===== src/rtl/core/sts_pkg.sv =====
package sts_pkg;

	localparam int KwTextLen = 10;
	localparam int NumKeywords = 63;
	localparam int KeywordMaxLenDefault = 10;
	localparam int SlotCount = 4;
	localparam int FifoDepth = 8;

	typedef enum logic [12:0] {
		M_IDLE  = 13'b0000000000001,
		M_IDENT = 13'b0000000000010,
		M_NUM   = 13'b0000000000100,
		M_STR   = 13'b0000000001000,
		M_STRQ  = 13'b0000000010000,
		M_LT    = 13'b0000000100000,
		M_GT    = 13'b0000001000000,
		M_MINUS = 13'b0000010000000,
		M_SLASH = 13'b0000100000000,
		M_DOT   = 13'b0001000000000,
		M_LCOM  = 13'b0010000000000,
		M_BCOM  = 13'b0100000000000,
		M_BSTAR = 13'b1000000000000
	} scan_mode_t;

	localparam logic [3:0] C_IDENT   = 4'd0;
	localparam logic [3:0] C_KEYWORD = 4'd1;
	localparam logic [3:0] C_INT     = 4'd2;
	localparam logic [3:0] C_FLOAT   = 4'd3;
	localparam logic [3:0] C_STRING  = 4'd4;
	localparam logic [3:0] C_BYTEA   = 4'd5;
	localparam logic [3:0] C_OP      = 4'd6;
	localparam logic [3:0] C_EOF     = 4'd7;
	localparam logic [3:0] C_ERROR   = 4'd8;

	localparam logic [5:0] OP_LPAREN = 6'd0;
	localparam logic [5:0] OP_RPAREN = 6'd1;
	localparam logic [5:0] OP_COMMA  = 6'd2;
	localparam logic [5:0] OP_SEMI   = 6'd3;
	localparam logic [5:0] OP_EQ     = 6'd4;
	localparam logic [5:0] OP_NE     = 6'd5;
	localparam logic [5:0] OP_LE     = 6'd6;
	localparam logic [5:0] OP_LT     = 6'd7;
	localparam logic [5:0] OP_GE     = 6'd8;
	localparam logic [5:0] OP_GT     = 6'd9;
	localparam logic [5:0] OP_PLUS   = 6'd10;
	localparam logic [5:0] OP_MINUS  = 6'd11;
	localparam logic [5:0] OP_STAR   = 6'd12;
	localparam logic [5:0] OP_SLASH  = 6'd13;
	localparam logic [5:0] OP_DOT    = 6'd14;

	typedef struct packed {
		logic [7:0] char_code;
		logic       end_of_query;
	} query_item_t;

	typedef struct packed {
		logic [3:0]  token_class;
		logic [5:0]  token_code;
		logic [15:0] start_offset;
		logic [15:0] token_length;
		logic        last;
	} token_item_t;

	typedef struct packed {
		logic hit;
		logic [5:0] code;
	} kw_result_t;

	localparam logic [8*KwTextLen-1:0] KW_TEXT [NumKeywords] = '{
		"or", "if", "by", "as", "is", "on", "to",
		"key", "and", "not", "set", "asc", "avg", "sum", "max", "min",
		"text", "into", "from", "bool", "null", "true", "drop", "desc",
		"join", "left", "full", "int8", "cast", "like",
		"table", "where", "bytea", "false", "order", "limit", "group",
		"count", "cross", "inner", "right", "nulls", "begin", "model",
		"create", "float4", "insert", "values", "select", "update", "delete",
		"exists", "unique", "commit", "having",
		"primary", "foreign", "similar",
		"describe", "distinct", "rollback",
		"timestamp",
		"references"
	};

	function automatic logic is_alpha(input logic [7:0] c);
		return (c >= "a" && c <= "z") || (c >= "A" && c <= "Z") || c == "_";
	endfunction

	function automatic logic is_digit(input logic [7:0] c);
		return c >= "0" && c <= "9";
	endfunction

	function automatic logic is_space(input logic [7:0] c);
		return c == " " || (c >= 8'd9 && c <= 8'd13);
	endfunction

	function automatic logic [7:0] to_lower(input logic [7:0] c);
		return (c >= "A" && c <= "Z") ? (c | 8'h20) : c;
	endfunction

	function automatic logic [15:0] sat_inc(input logic [15:0] a);
		return (a == 16'hFFFF) ? a : a + 16'd1;
	endfunction

	function automatic token_item_t mk_token(input logic [3:0] cls, input logic [5:0] code,
			input logic [15:0] start, input logic [15:0] len, input logic last);
		token_item_t t;
		t.token_class = cls;
		t.token_code = code;
		t.start_offset = start;
		t.token_length = len;
		t.last = last;
		return t;
	endfunction

	// Keyword text is right-aligned, so byte i of a keyword of length n sits at n-1-i.
	function automatic kw_result_t kw_match(input logic [KwTextLen-1:0][7:0] w,
			input logic [15:0] n);
		kw_result_t r;
		int len;
		logic ok;
		r = '0;
		for (int k = 0; k < NumKeywords; k++) begin
			len = 0;
			for (int j = 0; j < KwTextLen; j++) begin
				if (KW_TEXT[k][j*8 +: 8] != 8'd0) begin
					len++;
				end
			end
			ok = (n == 16'(len));
			for (int i = 0; i < KwTextLen; i++) begin
				if (i < len && KW_TEXT[k][(len-1-i)*8 +: 8] != w[i]) begin
					ok = 1'b0;
				end
			end
			if (ok) begin
				r.hit = 1'b1;
				r.code = 6'(k);
			end
		end
		return r;
	endfunction

endpackage


===== src/rtl/core/sts_stream_if.sv =====
interface sts_stream_if #(
	parameter type payload_t = logic
);
	logic     valid;
	logic     ready;
	payload_t data;

	modport source (output valid, output data, input ready);
	modport sink (input valid, input data, output ready);
endinterface


===== src/rtl/core/sts_lexer_core.sv =====
module sts_lexer_core #(
	parameter int KeywordMaxLen = sts_pkg::KeywordMaxLenDefault
) (
	input  logic                    clk,
	input  logic                    arst_n,
	input  logic                    accept,
	input  sts_pkg::query_item_t    item,
	output logic [sts_pkg::SlotCount-1:0] slot_valid,
	output sts_pkg::token_item_t    slot_token [sts_pkg::SlotCount]
);
	localparam int IdxW = $clog2(KeywordMaxLen);

	sts_pkg::scan_mode_t mode_q, m;
	logic [15:0] pos_q, np, ts_q, ts, tc_q, tc;
	logic        sd_q, sd, st_q, st, used;
	logic [7:0]  buf_q [KeywordMaxLen];
	logic [7:0]  nb [KeywordMaxLen];
	logic [7:0]  c;
	logic [sts_pkg::KwTextLen-1:0][7:0] w, w_end;
	sts_pkg::kw_result_t kw, kw_end;
	sts_pkg::token_item_t word_tok, str_tok;

	always_comb begin
		m = mode_q;
		ts = ts_q;
		tc = tc_q;
		sd = sd_q;
		st = st_q;
		nb = buf_q;
		np = pos_q;
		used = 1'b0;
		c = item.char_code;
		w_end = '0;
		kw_end = '0;
		slot_valid = '0;
		for (int k = 0; k < sts_pkg::SlotCount; k++) begin
			slot_token[k] = '0;
		end
		for (int i = 0; i < sts_pkg::KwTextLen; i++) begin
			w[i] = buf_q[i];
		end
		kw = sts_pkg::kw_match(w, tc_q);
		word_tok = sts_pkg::mk_token(
			(kw.hit && tc_q >= 16'd2 && tc_q <= 16'(KeywordMaxLen)) ?
				sts_pkg::C_KEYWORD : sts_pkg::C_IDENT,
			(kw.hit && tc_q >= 16'd2 && tc_q <= 16'(KeywordMaxLen)) ? kw.code : 6'd0,
			ts_q, tc_q, 1'b0);
		str_tok = sts_pkg::mk_token(
			(tc_q >= 16'd2 && buf_q[0] == 8'h5C && buf_q[1] == "x") ?
				sts_pkg::C_BYTEA : sts_pkg::C_STRING, 6'd0, ts_q, tc_q, 1'b0);
		if (accept && !st_q) begin
			unique case (mode_q)
				sts_pkg::M_IDLE: begin
				end
				sts_pkg::M_IDENT: begin
					if (sts_pkg::is_alpha(c) || sts_pkg::is_digit(c)) begin
						if (tc < 16'(KeywordMaxLen)) begin
							nb[tc[IdxW-1:0]] = sts_pkg::to_lower(c);
						end
						tc = sts_pkg::sat_inc(tc);
						used = 1'b1;
					end else begin
						slot_valid[0] = 1'b1;
						slot_token[0] = word_tok;
					end
				end
				sts_pkg::M_NUM: begin
					if (sts_pkg::is_digit(c) || c == ".") begin
						if (c == ".") begin
							sd = 1'b1;
						end
						tc = sts_pkg::sat_inc(tc);
						used = 1'b1;
					end else begin
						slot_valid[0] = 1'b1;
						slot_token[0] = sts_pkg::mk_token(sd_q ? sts_pkg::C_FLOAT : sts_pkg::C_INT,
							6'd0, ts_q, tc_q, 1'b0);
					end
				end
				sts_pkg::M_DOT: begin
					if (sts_pkg::is_digit(c)) begin
						m = sts_pkg::M_NUM;
						sd = 1'b1;
						tc = 16'd2;
						used = 1'b1;
					end else begin
						slot_valid[0] = 1'b1;
						slot_token[0] = sts_pkg::mk_token(sts_pkg::C_OP, sts_pkg::OP_DOT, ts_q,
							16'd1, 1'b0);
					end
				end
				sts_pkg::M_STR: begin
					if (c == "'") begin
						m = sts_pkg::M_STRQ;
					end else begin
						if (tc < 16'd2) begin
							nb[tc[0]] = c;
						end
						tc = sts_pkg::sat_inc(tc);
					end
					used = 1'b1;
				end
				sts_pkg::M_STRQ: begin
					if (c == "'") begin
						if (tc < 16'd2) begin
							nb[tc[0]] = c;
						end
						tc = sts_pkg::sat_inc(tc);
						if (tc < 16'd2) begin
							nb[tc[0]] = c;
						end
						tc = sts_pkg::sat_inc(tc);
						m = sts_pkg::M_STR;
						used = 1'b1;
					end else begin
						slot_valid[0] = 1'b1;
						slot_token[0] = str_tok;
					end
				end
				sts_pkg::M_LT: begin
					slot_valid[0] = 1'b1;
					if (c == ">" || c == "=") begin
						slot_token[0] = sts_pkg::mk_token(sts_pkg::C_OP,
							(c == ">") ? sts_pkg::OP_NE : sts_pkg::OP_LE, ts_q, 16'd2, 1'b0);
						m = sts_pkg::M_IDLE;
						used = 1'b1;
					end else begin
						slot_token[0] = sts_pkg::mk_token(sts_pkg::C_OP, sts_pkg::OP_LT, ts_q,
							16'd1, 1'b0);
					end
				end
				sts_pkg::M_GT: begin
					slot_valid[0] = 1'b1;
					if (c == "=") begin
						slot_token[0] = sts_pkg::mk_token(sts_pkg::C_OP, sts_pkg::OP_GE, ts_q,
							16'd2, 1'b0);
						m = sts_pkg::M_IDLE;
						used = 1'b1;
					end else begin
						slot_token[0] = sts_pkg::mk_token(sts_pkg::C_OP, sts_pkg::OP_GT, ts_q,
							16'd1, 1'b0);
					end
				end
				sts_pkg::M_MINUS: begin
					if (c == "-") begin
						m = sts_pkg::M_LCOM;
						used = 1'b1;
					end else begin
						slot_valid[0] = 1'b1;
						slot_token[0] = sts_pkg::mk_token(sts_pkg::C_OP, sts_pkg::OP_MINUS, ts_q,
							16'd1, 1'b0);
					end
				end
				sts_pkg::M_SLASH: begin
					if (c == "*") begin
						m = sts_pkg::M_BCOM;
						used = 1'b1;
					end else begin
						slot_valid[0] = 1'b1;
						slot_token[0] = sts_pkg::mk_token(sts_pkg::C_OP, sts_pkg::OP_SLASH, ts_q,
							16'd1, 1'b0);
					end
				end
				sts_pkg::M_LCOM: begin
					used = (c != 8'h0A);
				end
				sts_pkg::M_BCOM: begin
					if (c == "*") begin
						m = sts_pkg::M_BSTAR;
					end
					used = 1'b1;
				end
				sts_pkg::M_BSTAR: begin
					if (c == "/") begin
						m = sts_pkg::M_IDLE;
					end else if (c != "*") begin
						m = sts_pkg::M_BCOM;
					end
					used = 1'b1;
				end
				default: begin
				end
			endcase
			if (!used) begin
				m = sts_pkg::M_IDLE;
				ts = pos_q;
				if (sts_pkg::is_space(c)) begin
				end else if (sts_pkg::is_alpha(c)) begin
					m = sts_pkg::M_IDENT;
					nb[0] = sts_pkg::to_lower(c);
					tc = 16'd1;
				end else if (sts_pkg::is_digit(c)) begin
					m = sts_pkg::M_NUM;
					sd = 1'b0;
					tc = 16'd1;
				end else if (c == "'") begin
					m = sts_pkg::M_STR;
					ts = pos_q + 16'd1;
					tc = 16'd0;
				end else if (c == ".") begin
					m = sts_pkg::M_DOT;
				end else if (c == "<") begin
					m = sts_pkg::M_LT;
				end else if (c == ">") begin
					m = sts_pkg::M_GT;
				end else if (c == "-") begin
					m = sts_pkg::M_MINUS;
				end else if (c == "/") begin
					m = sts_pkg::M_SLASH;
				end else begin
					slot_valid[1] = 1'b1;
					case (c)
						"(": slot_token[1] = sts_pkg::mk_token(sts_pkg::C_OP, sts_pkg::OP_LPAREN,
							pos_q, 16'd1, 1'b0);
						")": slot_token[1] = sts_pkg::mk_token(sts_pkg::C_OP, sts_pkg::OP_RPAREN,
							pos_q, 16'd1, 1'b0);
						",": slot_token[1] = sts_pkg::mk_token(sts_pkg::C_OP, sts_pkg::OP_COMMA,
							pos_q, 16'd1, 1'b0);
						";": slot_token[1] = sts_pkg::mk_token(sts_pkg::C_OP, sts_pkg::OP_SEMI,
							pos_q, 16'd1, 1'b0);
						"=": slot_token[1] = sts_pkg::mk_token(sts_pkg::C_OP, sts_pkg::OP_EQ,
							pos_q, 16'd1, 1'b0);
						"+": slot_token[1] = sts_pkg::mk_token(sts_pkg::C_OP, sts_pkg::OP_PLUS,
							pos_q, 16'd1, 1'b0);
						"*": slot_token[1] = sts_pkg::mk_token(sts_pkg::C_OP, sts_pkg::OP_STAR,
							pos_q, 16'd1, 1'b0);
						default: begin
							slot_token[1] = sts_pkg::mk_token(sts_pkg::C_ERROR, 6'd0, pos_q,
								16'd1, 1'b1);
							st = 1'b1;
						end
					endcase
				end
			end
			np = pos_q + 16'd1;
			if (item.end_of_query && !st) begin
				slot_valid[2] = (m != sts_pkg::M_IDLE) && (m != sts_pkg::M_LCOM) &&
					(m != sts_pkg::M_BCOM) && (m != sts_pkg::M_BSTAR);
				unique case (m)
					sts_pkg::M_IDENT: begin
						for (int i = 0; i < sts_pkg::KwTextLen; i++) begin
							w_end[i] = nb[i];
						end
						kw_end = sts_pkg::kw_match(w_end, tc);
						slot_token[2] = sts_pkg::mk_token(
							(kw_end.hit && tc >= 16'd2 && tc <= 16'(KeywordMaxLen)) ?
								sts_pkg::C_KEYWORD : sts_pkg::C_IDENT,
							(kw_end.hit && tc >= 16'd2 && tc <= 16'(KeywordMaxLen)) ?
								kw_end.code : 6'd0,
							ts, tc, 1'b0);
					end
					sts_pkg::M_NUM: slot_token[2] = sts_pkg::mk_token(
						sd ? sts_pkg::C_FLOAT : sts_pkg::C_INT, 6'd0, ts, tc, 1'b0);
					sts_pkg::M_DOT: slot_token[2] = sts_pkg::mk_token(sts_pkg::C_OP,
						sts_pkg::OP_DOT, ts, 16'd1, 1'b0);
					sts_pkg::M_STRQ: slot_token[2] = str_tok;
					sts_pkg::M_LT: slot_token[2] = sts_pkg::mk_token(sts_pkg::C_OP,
						sts_pkg::OP_LT, ts, 16'd1, 1'b0);
					sts_pkg::M_GT: slot_token[2] = sts_pkg::mk_token(sts_pkg::C_OP,
						sts_pkg::OP_GT, ts, 16'd1, 1'b0);
					sts_pkg::M_MINUS: slot_token[2] = sts_pkg::mk_token(sts_pkg::C_OP,
						sts_pkg::OP_MINUS, ts, 16'd1, 1'b0);
					sts_pkg::M_SLASH: slot_token[2] = sts_pkg::mk_token(sts_pkg::C_OP,
						sts_pkg::OP_SLASH, ts, 16'd1, 1'b0);
					sts_pkg::M_STR: begin
						slot_token[2] = sts_pkg::mk_token(sts_pkg::C_ERROR, 6'd0, ts, tc, 1'b1);
						st = 1'b1;
					end
					default: begin
					end
				endcase
				slot_valid[3] = !st;
				slot_token[3] = sts_pkg::mk_token(sts_pkg::C_EOF, 6'd0, np, 16'd0, 1'b1);
			end
		end
		if (accept && item.end_of_query) begin
			m = sts_pkg::M_IDLE;
			np = '0;
			ts = '0;
			tc = '0;
			sd = 1'b0;
			st = 1'b0;
		end
	end

	always_ff @(posedge clk or negedge arst_n) begin
		if (!arst_n) begin
			mode_q <= sts_pkg::M_IDLE;
			pos_q <= '0;
			ts_q <= '0;
			tc_q <= '0;
			sd_q <= 1'b0;
			st_q <= 1'b0;
		end else if (accept) begin
			mode_q <= m;
			pos_q <= np;
			ts_q <= ts;
			tc_q <= tc;
			sd_q <= sd;
			st_q <= st;
		end
	end

	always_ff @(posedge clk) begin
		if (accept) begin
			buf_q <= nb;
		end
	end
endmodule


===== src/rtl/core/sts_token_fifo.sv =====
module sts_token_fifo (
	input  logic                          clk,
	input  logic                          arst_n,
	input  logic [sts_pkg::SlotCount-1:0] push_valid,
	input  sts_pkg::token_item_t          push_token [sts_pkg::SlotCount],
	output logic                          has_room,
	sts_stream_if.source                  token
);
	localparam int PtrW = $clog2(sts_pkg::FifoDepth);

	sts_pkg::token_item_t mem_q [sts_pkg::FifoDepth];
	logic [PtrW-1:0] wptr_q, rptr_q;
	logic [PtrW:0]   count_q, npush;
	logic            pop;

	always_comb begin
		npush = '0;
		for (int k = 0; k < sts_pkg::SlotCount; k++) begin
			npush = npush + (PtrW+1)'(push_valid[k]);
		end
	end

	assign pop = token.valid && token.ready;
	assign token.valid = (count_q != '0);
	assign token.data = mem_q[rptr_q];
	assign has_room = (count_q <= (PtrW+1)'(sts_pkg::FifoDepth - sts_pkg::SlotCount));

	always_ff @(posedge clk or negedge arst_n) begin
		if (!arst_n) begin
			wptr_q <= '0;
			rptr_q <= '0;
			count_q <= '0;
		end else begin
			wptr_q <= wptr_q + npush[PtrW-1:0];
			rptr_q <= rptr_q + PtrW'(pop);
			count_q <= count_q + npush - (PtrW+1)'(pop);
		end
	end

	always_ff @(posedge clk) begin
		logic [PtrW-1:0] a;
		a = wptr_q;
		for (int k = 0; k < sts_pkg::SlotCount; k++) begin
			if (push_valid[k]) begin
				mem_q[a] <= push_token[k];
				a = a + PtrW'(1);
			end
		end
	end
endmodule


===== src/rtl/core/sql_token_scanner.sv =====
// SQL token scanner.
// The query channel carries one byte per transaction with an end flag on the
// final byte of the query. The token channel carries one token per
// transaction: class, code, start offset, length and a last flag, which is set
// on the closing end-of-query or error token.
// A byte is accepted in every cycle while the output queue has room for
// four tokens, one per slot, though one byte produces at most three; the scan
// state and keyword compare settle in the cycle of acceptance and the tokens
// are written into an eight-entry queue, so with an empty queue the first
// token is visible in the cycle after its byte. Sustained input rate is one
// byte per cycle, limited on the output side to one token per cycle.
// When the receiver stalls, queued tokens hold and input stops once fewer
// than four queue entries are free.
// After an invalid byte the rest of the query is consumed without output.
// After reset the scanner is idle with offset zero and an empty queue; after
// the final byte of each query it is idle again with offset zero.
module sql_token_scanner #(
	parameter int KEYWORD_MAX_LEN = sts_pkg::KeywordMaxLenDefault
) (
	input  logic         clk,
	input  logic         arst_n,
	sts_stream_if.sink   query,
	sts_stream_if.source token
);
	logic                          accept, room;
	logic [sts_pkg::SlotCount-1:0] slot_valid;
	sts_pkg::token_item_t          slot_token [sts_pkg::SlotCount];

	assign query.ready = room;
	assign accept = query.valid && room;

	sts_lexer_core #(.KeywordMaxLen(KEYWORD_MAX_LEN)) u_core (
		.clk        (clk),
		.arst_n     (arst_n),
		.accept     (accept),
		.item       (query.data),
		.slot_valid (slot_valid),
		.slot_token (slot_token)
	);

	sts_token_fifo u_fifo (
		.clk        (clk),
		.arst_n     (arst_n),
		.push_valid (slot_valid),
		.push_token (slot_token),
		.has_room   (room),
		.token      (token)
	);
endmodule

===== src/flat_wrapper.sv =====
// flat-port wrapper written by rule: the top's interface ports become plain ports
module sql_token_scanner_flat 
#(
	parameter int KEYWORD_MAX_LEN = sts_pkg::KeywordMaxLenDefault
)
  (clk, arst_n, query_valid, query_data, query_ready, token_valid, token_data, token_ready);
  sts_stream_if query_i ();
  sts_stream_if token_i ();
  input  logic clk;
  input  logic arst_n;
  input wire logic [$bits(query_i.valid)-1:0] query_valid;
  input wire logic [$bits(query_i.data)-1:0] query_data;
  output wire logic [$bits(query_i.ready)-1:0] query_ready;
  output wire logic [$bits(token_i.valid)-1:0] token_valid;
  output wire logic [$bits(token_i.data)-1:0] token_data;
  input wire logic [$bits(token_i.ready)-1:0] token_ready;
  assign query_i.valid = query_valid;
  assign query_i.data = query_data;
  assign query_ready = query_i.ready;
  assign token_valid = token_i.valid;
  assign token_data = token_i.data;
  assign token_i.ready = token_ready;
  sql_token_scanner #(.KEYWORD_MAX_LEN(KEYWORD_MAX_LEN)) u_core (.clk(clk), .arst_n(arst_n), .query(query_i), .token(token_i));
endmodule

===== config.mk =====
export PLATFORM = sky130hd
export DESIGN_NAME = sql_token_scanner_flat
export DESIGN_NICKNAME = d
export VERILOG_FILES = /design/src/rtl/core/sts_pkg.sv /design/src/rtl/core/sts_stream_if.sv /design/src/rtl/core/sts_lexer_core.sv /design/src/rtl/core/sts_token_fifo.sv /design/src/rtl/core/sql_token_scanner.sv /design/src/flat_wrapper.sv
export SDC_FILE = /design/constraint.sdc
export NUM_CORES = 1
export LEC_CHECK = 0
export BUFFER_PORTS_ARGS = -buffer_cell sky130_fd_sc_hd__buf_2
export CAP_MARGIN = 20
export CELL_PAD_IN_SITES_DETAIL_PLACEMENT = 1
export CELL_PAD_IN_SITES_GLOBAL_PLACEMENT = 2
export CORE_AREA = 2 2 107 57
export CTS_BUF_LIST = sky130_fd_sc_hd__clkbuf_8
export DETAILED_ROUTE_END_ITERATION = 10
export DIE_AREA = 0 0 109 59
export GPL_TIMING_DRIVEN = 0
export PLACE_DENSITY = 0.81
export SLEW_MARGIN = 0
export SYNTH_ARGS = -nofsm -noshare
export SYNTH_HDL_FRONTEND = slang
export SYNTH_SLANG_ARGS = --single-unit

===== constraint.sdc =====
create_clock -name clk -period 3.84 [get_ports clk]
set_input_delay 0.768 -clock clk [delete_from_list [all_inputs] [get_ports clk]]
set_output_delay 0.768 -clock clk [all_outputs]
set_load 0.02 [all_outputs]

# After elaboration in Yosys (flattened, before gate mapping)
# Memory sizes are Yosys's and may differ from the RTL's.
# Cells that the tools add are included.
# totals
reg_bits,153
out_inout_bits,3
memories,1
ram_bits,344
word_cells,3625
in_bits,5
# op_classes
reduce_logical,656
n_shift,630
mux,1324
order_cmp,98
n_bitwise,3
n_addsub,111
n_eq_ne,783
# memory_table
memory,words,width,read_ports,rd_ports_with_merged_regs,write_ports,line,source
u_core.u_fifo.mem_q,8,43,1,0,2,sts_token_fifo.sv:11,sts_pkg::token_item_t mem_q [sts_pkg::FifoDepth];
# ops
cell,count
$shiftx 80x32->8 const A,630
$ne 8x8->1,630
$lt 4x32->1 const A,36
$mux 1,1128
$sub 29x4->29 const B,36
$mux 32,30
$mux 7,129
$ne 7x8->1 const A,105
$logic_and 1x1->1,645
$lt 3x32->1 const A,18
$lt 5x32->1 const A,18
$sub 29x2->29 const B,18
$sub 29x3->29 const B,18
$sub 29x5->29 const B,18
$pmux 43 s9,1
$pmux 43 s8,1
$add 32x2->32 const B,9
$lt 1x32->1 const A,9
$lt 2x32->1 const A,9
$mux 80,3
$mux 172,1
$mux 16,10
$eq 16x16->1,9
$mux 43,3
55 further kinds,91

# Logic depth before layout (Yosys ltp)
# Gate-level depths: netlist of run 1.
# depth
ltp_word,105
depth_mapped,16
mapped_depth_nobuf,15

# Cells and area by module
# A second synthesis of run 1 with hierarchy kept.
# hier_totals
cells_unflattened,2766
hier_area_um2,20289.5
# modules_own_cells
module,area_per_inst_um2,seq_area_each_um2,n_inst,cells_per_inst
sts_lexer_core,18287.5,3980.1,1,2563
sts_token_fifo,1991.9,490.5,1,201
sql_token_scanner,10.0,0.0,1,2

# Worst setup path before layout of run 1
# OpenSTA, ideal clock, no wires.
# synth_timing
kind,register -> register
startpoint,register u_core.u_core.mode_q[6]
endpoint,register u_core.u_fifo.count_q[3]
synth_period_minus_slack_ps,4098
setup_slack_ps,-258
n_path_buf,1
stages_incl_launch_ff,16
t_arrival_ps,3974
required_ps,3716
path_cell_list,dfrtp_1 > or4_1 > or4_1 > buf_2 > nor4_1 > and2_1 > fa_1 > ha_1 > ha_1 > inv_1 > ha_1 > inv_1 > ha_1 > a21o_1 > a21oi_1 > xnor2_1
# synth_between
elab_chain_cells,16
# synth_lines
item,line,source
"start, declared",sts_lexer_core.sv:13,"sts_pkg::scan_mode_t mode_q, m;"
"start signal, assigned",sts_lexer_core.sv:288,mode_q <= sts_pkg::M_IDLE;
"start signal, assigned",sts_lexer_core.sv:295,mode_q <= m;
$eq 13x13->1 (tied with other cells),sts_lexer_core.sv:52,unique case (mode_q)
$reduce_or 4->1 (no source line),-,
$mux 1,-,
$mux 1,sts_lexer_core.sv:51,if (accept && !st_q) begin
$mux 13,sts_lexer_core.sv:184,if (!used) begin
$mux 13,sts_lexer_core.sv:51,
$ne 13x1->1 (tied with other cells),sts_lexer_core.sv:237,slot_valid[2] = (m != sts_pkg::M_IDLE) && (m != sts_pkg::M_LCOM) &&
$logic_and 1x1->1 or $mux 1 (tied branches),"sts_lexer_core.sv:237, sts_lexer_core.sv:239",
$logic_and 1x1->1 or $mux 1 (tied branches),"sts_lexer_core.sv:237, sts_lexer_core.sv:236",
$logic_and 1x1->1 or $mux 1 (tied branches),"sts_lexer_core.sv:238, sts_lexer_core.sv:51",
$mux 2 or $logic_not 1->1 (tied branches),"sts_lexer_core.sv:236, sts_lexer_core.sv:272",
$mux 4 *,sts_lexer_core.sv:51,
$add 2x1->3 or $mux 4 (tied branches),"sts_token_fifo.sv:19, sts_lexer_core.sv:51",
$add 3x1->4 *,sts_token_fifo.sv:19,npush = npush + (PtrW+1)'(push_valid[k]);
$add 4x4->4 *,sts_token_fifo.sv:36,count_q <= count_q + npush - (PtrW+1)'(pop);
$sub 4x1->4 *,sts_token_fifo.sv:36,
"end signal, assigned",sts_token_fifo.sv:36,
"end, declared",sts_token_fifo.sv:13,"logic [PtrW:0] count_q, npush;"
# Every way passes the cells marked *; elsewhere a longest branch is shown, timed or not. The select of a mux whose other input is x is not followed.
# A chain may end at the register's enable or synchronous reset.

# Final worst setup path of run 1
# layout_timing
startpoint,register u_core.u_core.mode_q[4]
endpoint,register u_core.u_fifo.count_q[3]
# Same word-level chain as after synthesis.

==> results of run 1 <==
report_power, final:
| part | switching [uW] | total, uW | internal, uW | leakage [uW] |
|---|---|---|---|---|
| clock network | 140 | 369 | 229 | 0.0000645 |
| logic | 392 | 690 | 298 | 0.000589 |
| registers | 79.4 | 507 | 428 | 0.000382 |
| total | 611 | 1570 | 955 | 0.00104 |
cell families (layout without fill, tap and decap cells):
group | Yosys count | in the layout
AO/OA/AOI/OAI | 34 | 34
XOR/XNOR | 13 | 13
adder cells (fa/ha/maj) | 15 | 15
buffers and inverters | 21 | 44
flip-flops | 32 | 32
multiplexers | 5 | 5
AND/OR/NAND/NOR | 81 | 81
timing repair:
action / CTS / global route
resized for setup: 9 / 7
endpoints found under the setup margin: 4 / 4
pin swaps: 12 / 2
setup buffers: 6 / 3
cells in the mapped netlist (2+ instances only):
library cell and n:
a211oi_1 3, a21o_1 3, a21oi_1 4, and2_1 11, buf_2 2, clkbuf_1 5, dfrtp_1 23, edfxtp_1 8
fa_1 3, ha_1 12, inv_1 13, mux2i_1 2, mux4_2 2, nand2_1 11, nand2b_1 6, nand3_1 7
nand4_1 2, nor2_1 16, nor2b_1 3, nor3_1 3, nor4_1 3, nor4b_1 6, o21a_1 2, o21ai_0 9
o21ai_1 3, o31ai_1 2, o31ai_2 2, or3_1 3, or4_1 3, xnor2_1 4, xor2_1 9
layer usage:
layer	up-vias	share of wire (%)	global-route usage, %	routed length, microns
met5	-	0	0	0
met4	0	1.2	6.78	60
met3	7	3.1	4.29	155
met2	19	50	31.6	2490
met1	764	46	21.0	2290
li1	757	-	-	-
sequential cells by signal (all words and copies together) (netlist names):
register               count
u_core.u_core.st_q         1
u_core.u_fifo.count_q      4
u_core.u_fifo.wptr_q       3
u_core.u_core.mode_q      13
u_core.u_fifo.rptr_q       3
u_core.u_fifo.mem_q        8
worst reg2reg max path: stages, from the launching register on:
cell and delay [ns]:
dfrtp_1 0.38, or4_4 0.56, or4_4 0.50, nor4_4 0.30, and2_4 0.19, fa_1 0.45
ha_4 0.19, ha_4 0.27, inv_4 0.03, ha_4 0.26, inv_4 0.04, ha_4 0.19
a21o_1 0.16, a21oi_2 0.14, xnor2_1 0.14
stage by stage:
step / hold WS (ns) / instance area [sq um] / total power [uW] / setup TNS (ns) / setup WS (ns)
floorplan: 0.450 / 2110 / 991 / -0.0651 / -0.0329
global placement: 0.468 / 2230 / 1110 / -0.669 / -0.245
detailed placement: 0.492 / 2230 / 1160 / -0.916 / -0.299
CTS: 0.497 / 2440 / 1560 / -0.0636 / -0.0341
global route: 0.505 / 2510 / 1700 / -0.349 / -0.164
finish: 0.466 / 2510 / 1570 / -0.0406 / -0.0406
worst paths after layout:
path / cells past startpoint / slack, ns / endpoint
setup / recovery: 14 / -0.04 / u_core.u_fifo.count_q[3]
hold / removal: 1 / 0.47 / u_core.u_fifo.wptr_q[2]
hold reg to reg: 1 / 0.50 / u_core.u_fifo.rptr_q[2]
min in group clk: 1 / 0.50 / u_core.u_fifo.rptr_q[2]
max in group asynchronous: 1 / 2.99 / u_core.u_core.mode_q[0]
setup reg to reg: 14 / -0.04 / u_core.u_fifo.count_q[3]
cell type report:
cell class              instances  area [sq um]  share of cell area [%]
plain buffers                   7          37.5                    1.50
clock buffers                   7          96.3                    3.84
clock inverters                 1          30.0                    1.20
inverters                      13          53.8                    2.14
multi-input cells             148          1250                    50.0
flip-flops and latches         32           842                    33.6
well taps                      73          91.3                    3.64
repair buffers                 16           103                    4.09
==> run metrics, run 1 <==
Port Buf Inserts 7; Area growth, synth to finish 23.6%; Die Wd 109 microns; crit share post-route 101%; post-route minimum period slightly below 4 ns; htree depth 2; most frequent cells in the layout 23 x dfrtp_1, 15 x nor2_1, 11 x nand2_1; Synth area leaders dfrtp_1 28%, edfxtp_1 12%, ha_1 7.4%; Seq cells post-synth 32; row cnt 19; Reg-to-Reg Start u_core.u_core.mode_q[4]; largest family of logic cells by synthesized area simple AND/OR/NAND/NOR gates; final hold violation count 0; placed cells between 200 and 300; layout cells sized above 1 approximately a quarter; post-layout util a little under half; failing checks setup timing; Worst EP arrival ~4 ns; CTS max path bufs 2; max incr delay on CP about 0.56 ns; Most common cell on crit path ha_4; Skew-Pair Late Insertion Delay roughly 0.29 ns; Clock Skew 0.00871 ns; gr usage total approximately 18%; placer's final routability congestion estimate roughly 0.76; Syn Nets 221; first-pass GRT wire length approximately 8500 microns; filler instances 601; mapped cell area between 2000 and 2500 sq um; Synthesis Warnings 0; commonest non-fill, non-tap cell in the layout dfrtp_1; Max Clk Rate 0.258 GHz; proportion of netlist area held by the largest area contributor roughly 28%; Worst Path Required 4.05 ns; CTS tree done; max_slew headroom between 50% and 60%; CP Class reg2reg; Final Max Slew Viols 0; initial antenna violation count 0; die height 59 microns; Worst-path clk slew around 0.080 ns; Final setup viols 1; Post-Synth Simple-Gate Area a little under a quarter; Synth Area in Adders about a tenth; Clk Tree Root Cell clkbuf_8; Post-synth top flop dfrtp_1; largest net degree at the start of global routing 25; drt total wl between 4000 and 5000 microns; number of synthesized flops with an enable pin 8; area leader, netlist dfrtp_1; Top Ports 8; slowest CP cell or4_4; Crit path max-delay family simple AND/OR/NAND/NOR gates; via density per instance ~5.2; Slew @ Worst Pin ~0.73 ns; final worst slack -0.0406 ns; die area approximately 6400 sq um; Final Non-Filler Cells 297; pwr dens 624 nW/um^2; via count roughly 1,500; XOR/XNOR Fraction of Synth Area 5.61%; Antenna Cells 0; CP cell instances or4_4, or4_4, nor4_4, and2_4, fa_1, ha_4, ha_4, inv_4, ha_4, inv_4, ha_4, a21o_1, a21oi_2, xnor2_1; grt total ovfl 0; Sinks on Clock Net 32; Seq/Total Area, Yosys 41.5%; Startpoint Class register; Synth Instances between 200 and 250; drt drc 0; Lkg Pwr 0.00104 uW; Initial Util 37.6%; Synth Area in Compound Gates 11.9%; Max FO, Critical Path 5; Core Area approximately 5400 sq um; CTS buffer count 5; crit end category register; status complete, but fails checks; asr flop ratio synth 75.0%; Iteration-0 DRC Markers 28; RSZ-0062 raised after global routing true; worst hold path class in2async; vias in the first global route 1,741; critical path buffer and inverter count 2; Nets between 200 and 250; Final ANT Viol Nets 0; worst vdd ir about 0.26 mV; first drt pass iteration count 4; wire per inst 16.8 microns; Critical Path Source u_core.u_core.mode_q[4]; Max Cap Viol 0; placed wire-length estimate 3680 microns; synth unique cells 47; mux contribution to synthesized area under 10%; Synth Area per Inst 10.1 sq um; hold bufs inserted after CTS 0
No activity file was read; power rests on OpenSTA's default activity.
==> inputs of run 2 (changes only) <==
Settings changed: CORE_AREA 2 2 107 57 to 2 2 77 79, DIE_AREA 0 0 109 59 to 0 0 79 81, PLACE_DENSITY 0.81 to unset, PLACE_DENSITY_LB_ADDON set to 0.1.
==> run metrics, run 2 (same netlist as run 1, synthesis figures left out) <==
status complete, but fails checks; failing checks setup timing; grt total ovfl 0; drt total wl around 4700 microns; clock power share between 20% and 30%; die height a little over 80 microns; worst slack at placement -0.339 ns; Max Cap Viol 0; Worst Path Required about 4 ns; Skew-Pair Late Insertion Delay around 0.29 ns; largest net degree at the start of global routing 25; drt drc 0; Max Clk Rate about 0.26 GHz; Top Ports 8; max FFs per register 13; Power, Total 1540 uW; Initial Util 35.8%; gr usage total between 10% and 20%; CTS tree done; Combinational Power Share 44.7%; hold bufs inserted after CTS 0; post-layout util 44.1%; row cnt 28; placer's final routability congestion estimate roughly 0.83; first drt pass iteration count 4; biggest regs u_core.u_core.mode_q (13), u_core.u_fifo.mem_q (8), u_core.u_fifo.count_q (4); layout cells sized above 1 roughly 26%; initial antenna violation count 0; CP Class reg2reg; Max FO, Critical Path 4; Startpoint Class register; Final Non-Filler Cells 300; Iteration-0 DRC Markers 36; Routed met2 length 2530 microns; die area about 6400 sq um; wire per inst about 16 microns; post-route minimum period between 3 and 4 ns; crit end category register; Worst-path clk slew ~0.080 ns; Metal-1 WL between 2000 and 2500 microns; Reg with most FFs u_core.u_core.mode_q; final worst slack -0.0220 ns; RSZ-0062 raised after global routing true; P_sw about 600 uW; Worst EP arrival a little over 4 ns; Reg-to-Reg Start u_core.u_core.mode_q[4]; htree depth 2; CTS buffer count 5; Sinks on Clock Net 32; via count 1,549; vias in the first global route ~1,700; Lkg Pwr 0.00103 uW; most frequent cells in the layout 23 x dfrtp_1, 15 x nor2_1, 11 x nand2_1; Internal Power 941 uW; placed cells 283; Clock Skew 0.00990 ns; final hold violation count 0; worst vdd ir approximately 0.34 mV; placed wire-length estimate 3680 microns; Critical Path Source u_core.u_core.mode_q[4]; Area growth, synth to finish 23.4%; Core Area 5680 sq um; Final Max Slew Viols 0; Antenna Cells 0; Final setup viols 1; met3 routed WL around 86 microns; Sw Ratio between 30 and 40%; worst hold path class in2async; max_slew headroom about half; Final ANT Viol Nets 0; via density per instance a little over 5; commonest non-fill, non-tap cell in the layout dfrtp_1; Fin Hold WS approximately 0.46 ns; first-pass GRT wire length 8340 microns; Flop pwr share 33.0%; max layer used met4; Port Buf Inserts 7; CTS max path bufs 2; pwr dens 615 nW/um^2; crit share post-route 101%; Slew @ Worst Pin ~0.75 ns; Clk Tree Root Cell clkbuf_8; Nets 244; Die Wd 79 microns
run 2: area by class of cell:
class / count / area (sq um)
fillers: 667 / 3170
multi-input cells: 148 / 1250
flip-flops and latches: 32 / 842
repair buffers: 17 / 110
well taps: 75 / 93.8
clock buffers: 6 / 82.6
inverters: 13 / 53.8
plain buffers: 7 / 37.5
clock inverters: 2 / 33.8
run 2: what timing repair did:
item	in CTS	in global routing
pin swaps	10	10
setup endpoints to repair	4	4
resized for setup	10	6
setup buffers	7	3
run 2: path summary, 6_finish.rpt:
path,endpoint,slack (ns),depth (start not counted)
worst min register to register,u_core.u_fifo.rptr_q[2],0.52,1
worst max-delay path,u_core.u_fifo.count_q[3],-0.02,14
max in group asynchronous,u_core.u_fifo.count_q[2],3.00,1
worst max register to register,u_core.u_fifo.count_q[3],-0.02,14
worst min-delay path,u_core.u_fifo.count_q[0],0.46,1
min in group clk,u_core.u_fifo.rptr_q[2],0.52,1
run 2: worst max-delay path, cell delays in order (launching register included):
cell       delay, ns
dfrtp_1         0.38
or4_4           0.56
or4_4           0.56
nand4bb_4       0.24
and2_4          0.17
fa_1            0.49
ha_4            0.19
ha_4            0.26
inv_4           0.04
ha_4            0.26
inv_4           0.04
ha_4            0.20
a21o_1          0.17
a21oi_2         0.13
xnor2_1         0.12
run 2: metrics by stage:
step	setup TNS, ns	instance area, sq um
after floorplan	-0.0651	2110
after global placement	-0.736	2240
after detailed placement	-1.07	2240
after CTS	-0.110	2450
after global routing	-0.344	2500
final	-0.0220	2500
run 2: per-layer routing:
metal / vias up / track usage (%)
li1: 761 / -
met1: 770 / 20.0
met2: 13 / 31.4
met3: 5 / 3.67
met4: 0 / 5.17
met5: - / 0
run 2: power groups by stage:
stage / Sequential [uW] / Clock (uW) / Combinational, uW
global route: 524 / 367 / 785
global placement: 504 / 0 / 620
CTS: 507 / 354 / 683
detailed placement: 512 / 0 / 652
floorplan: 487 / 0 / 504
finish: 508 / 344 / 688
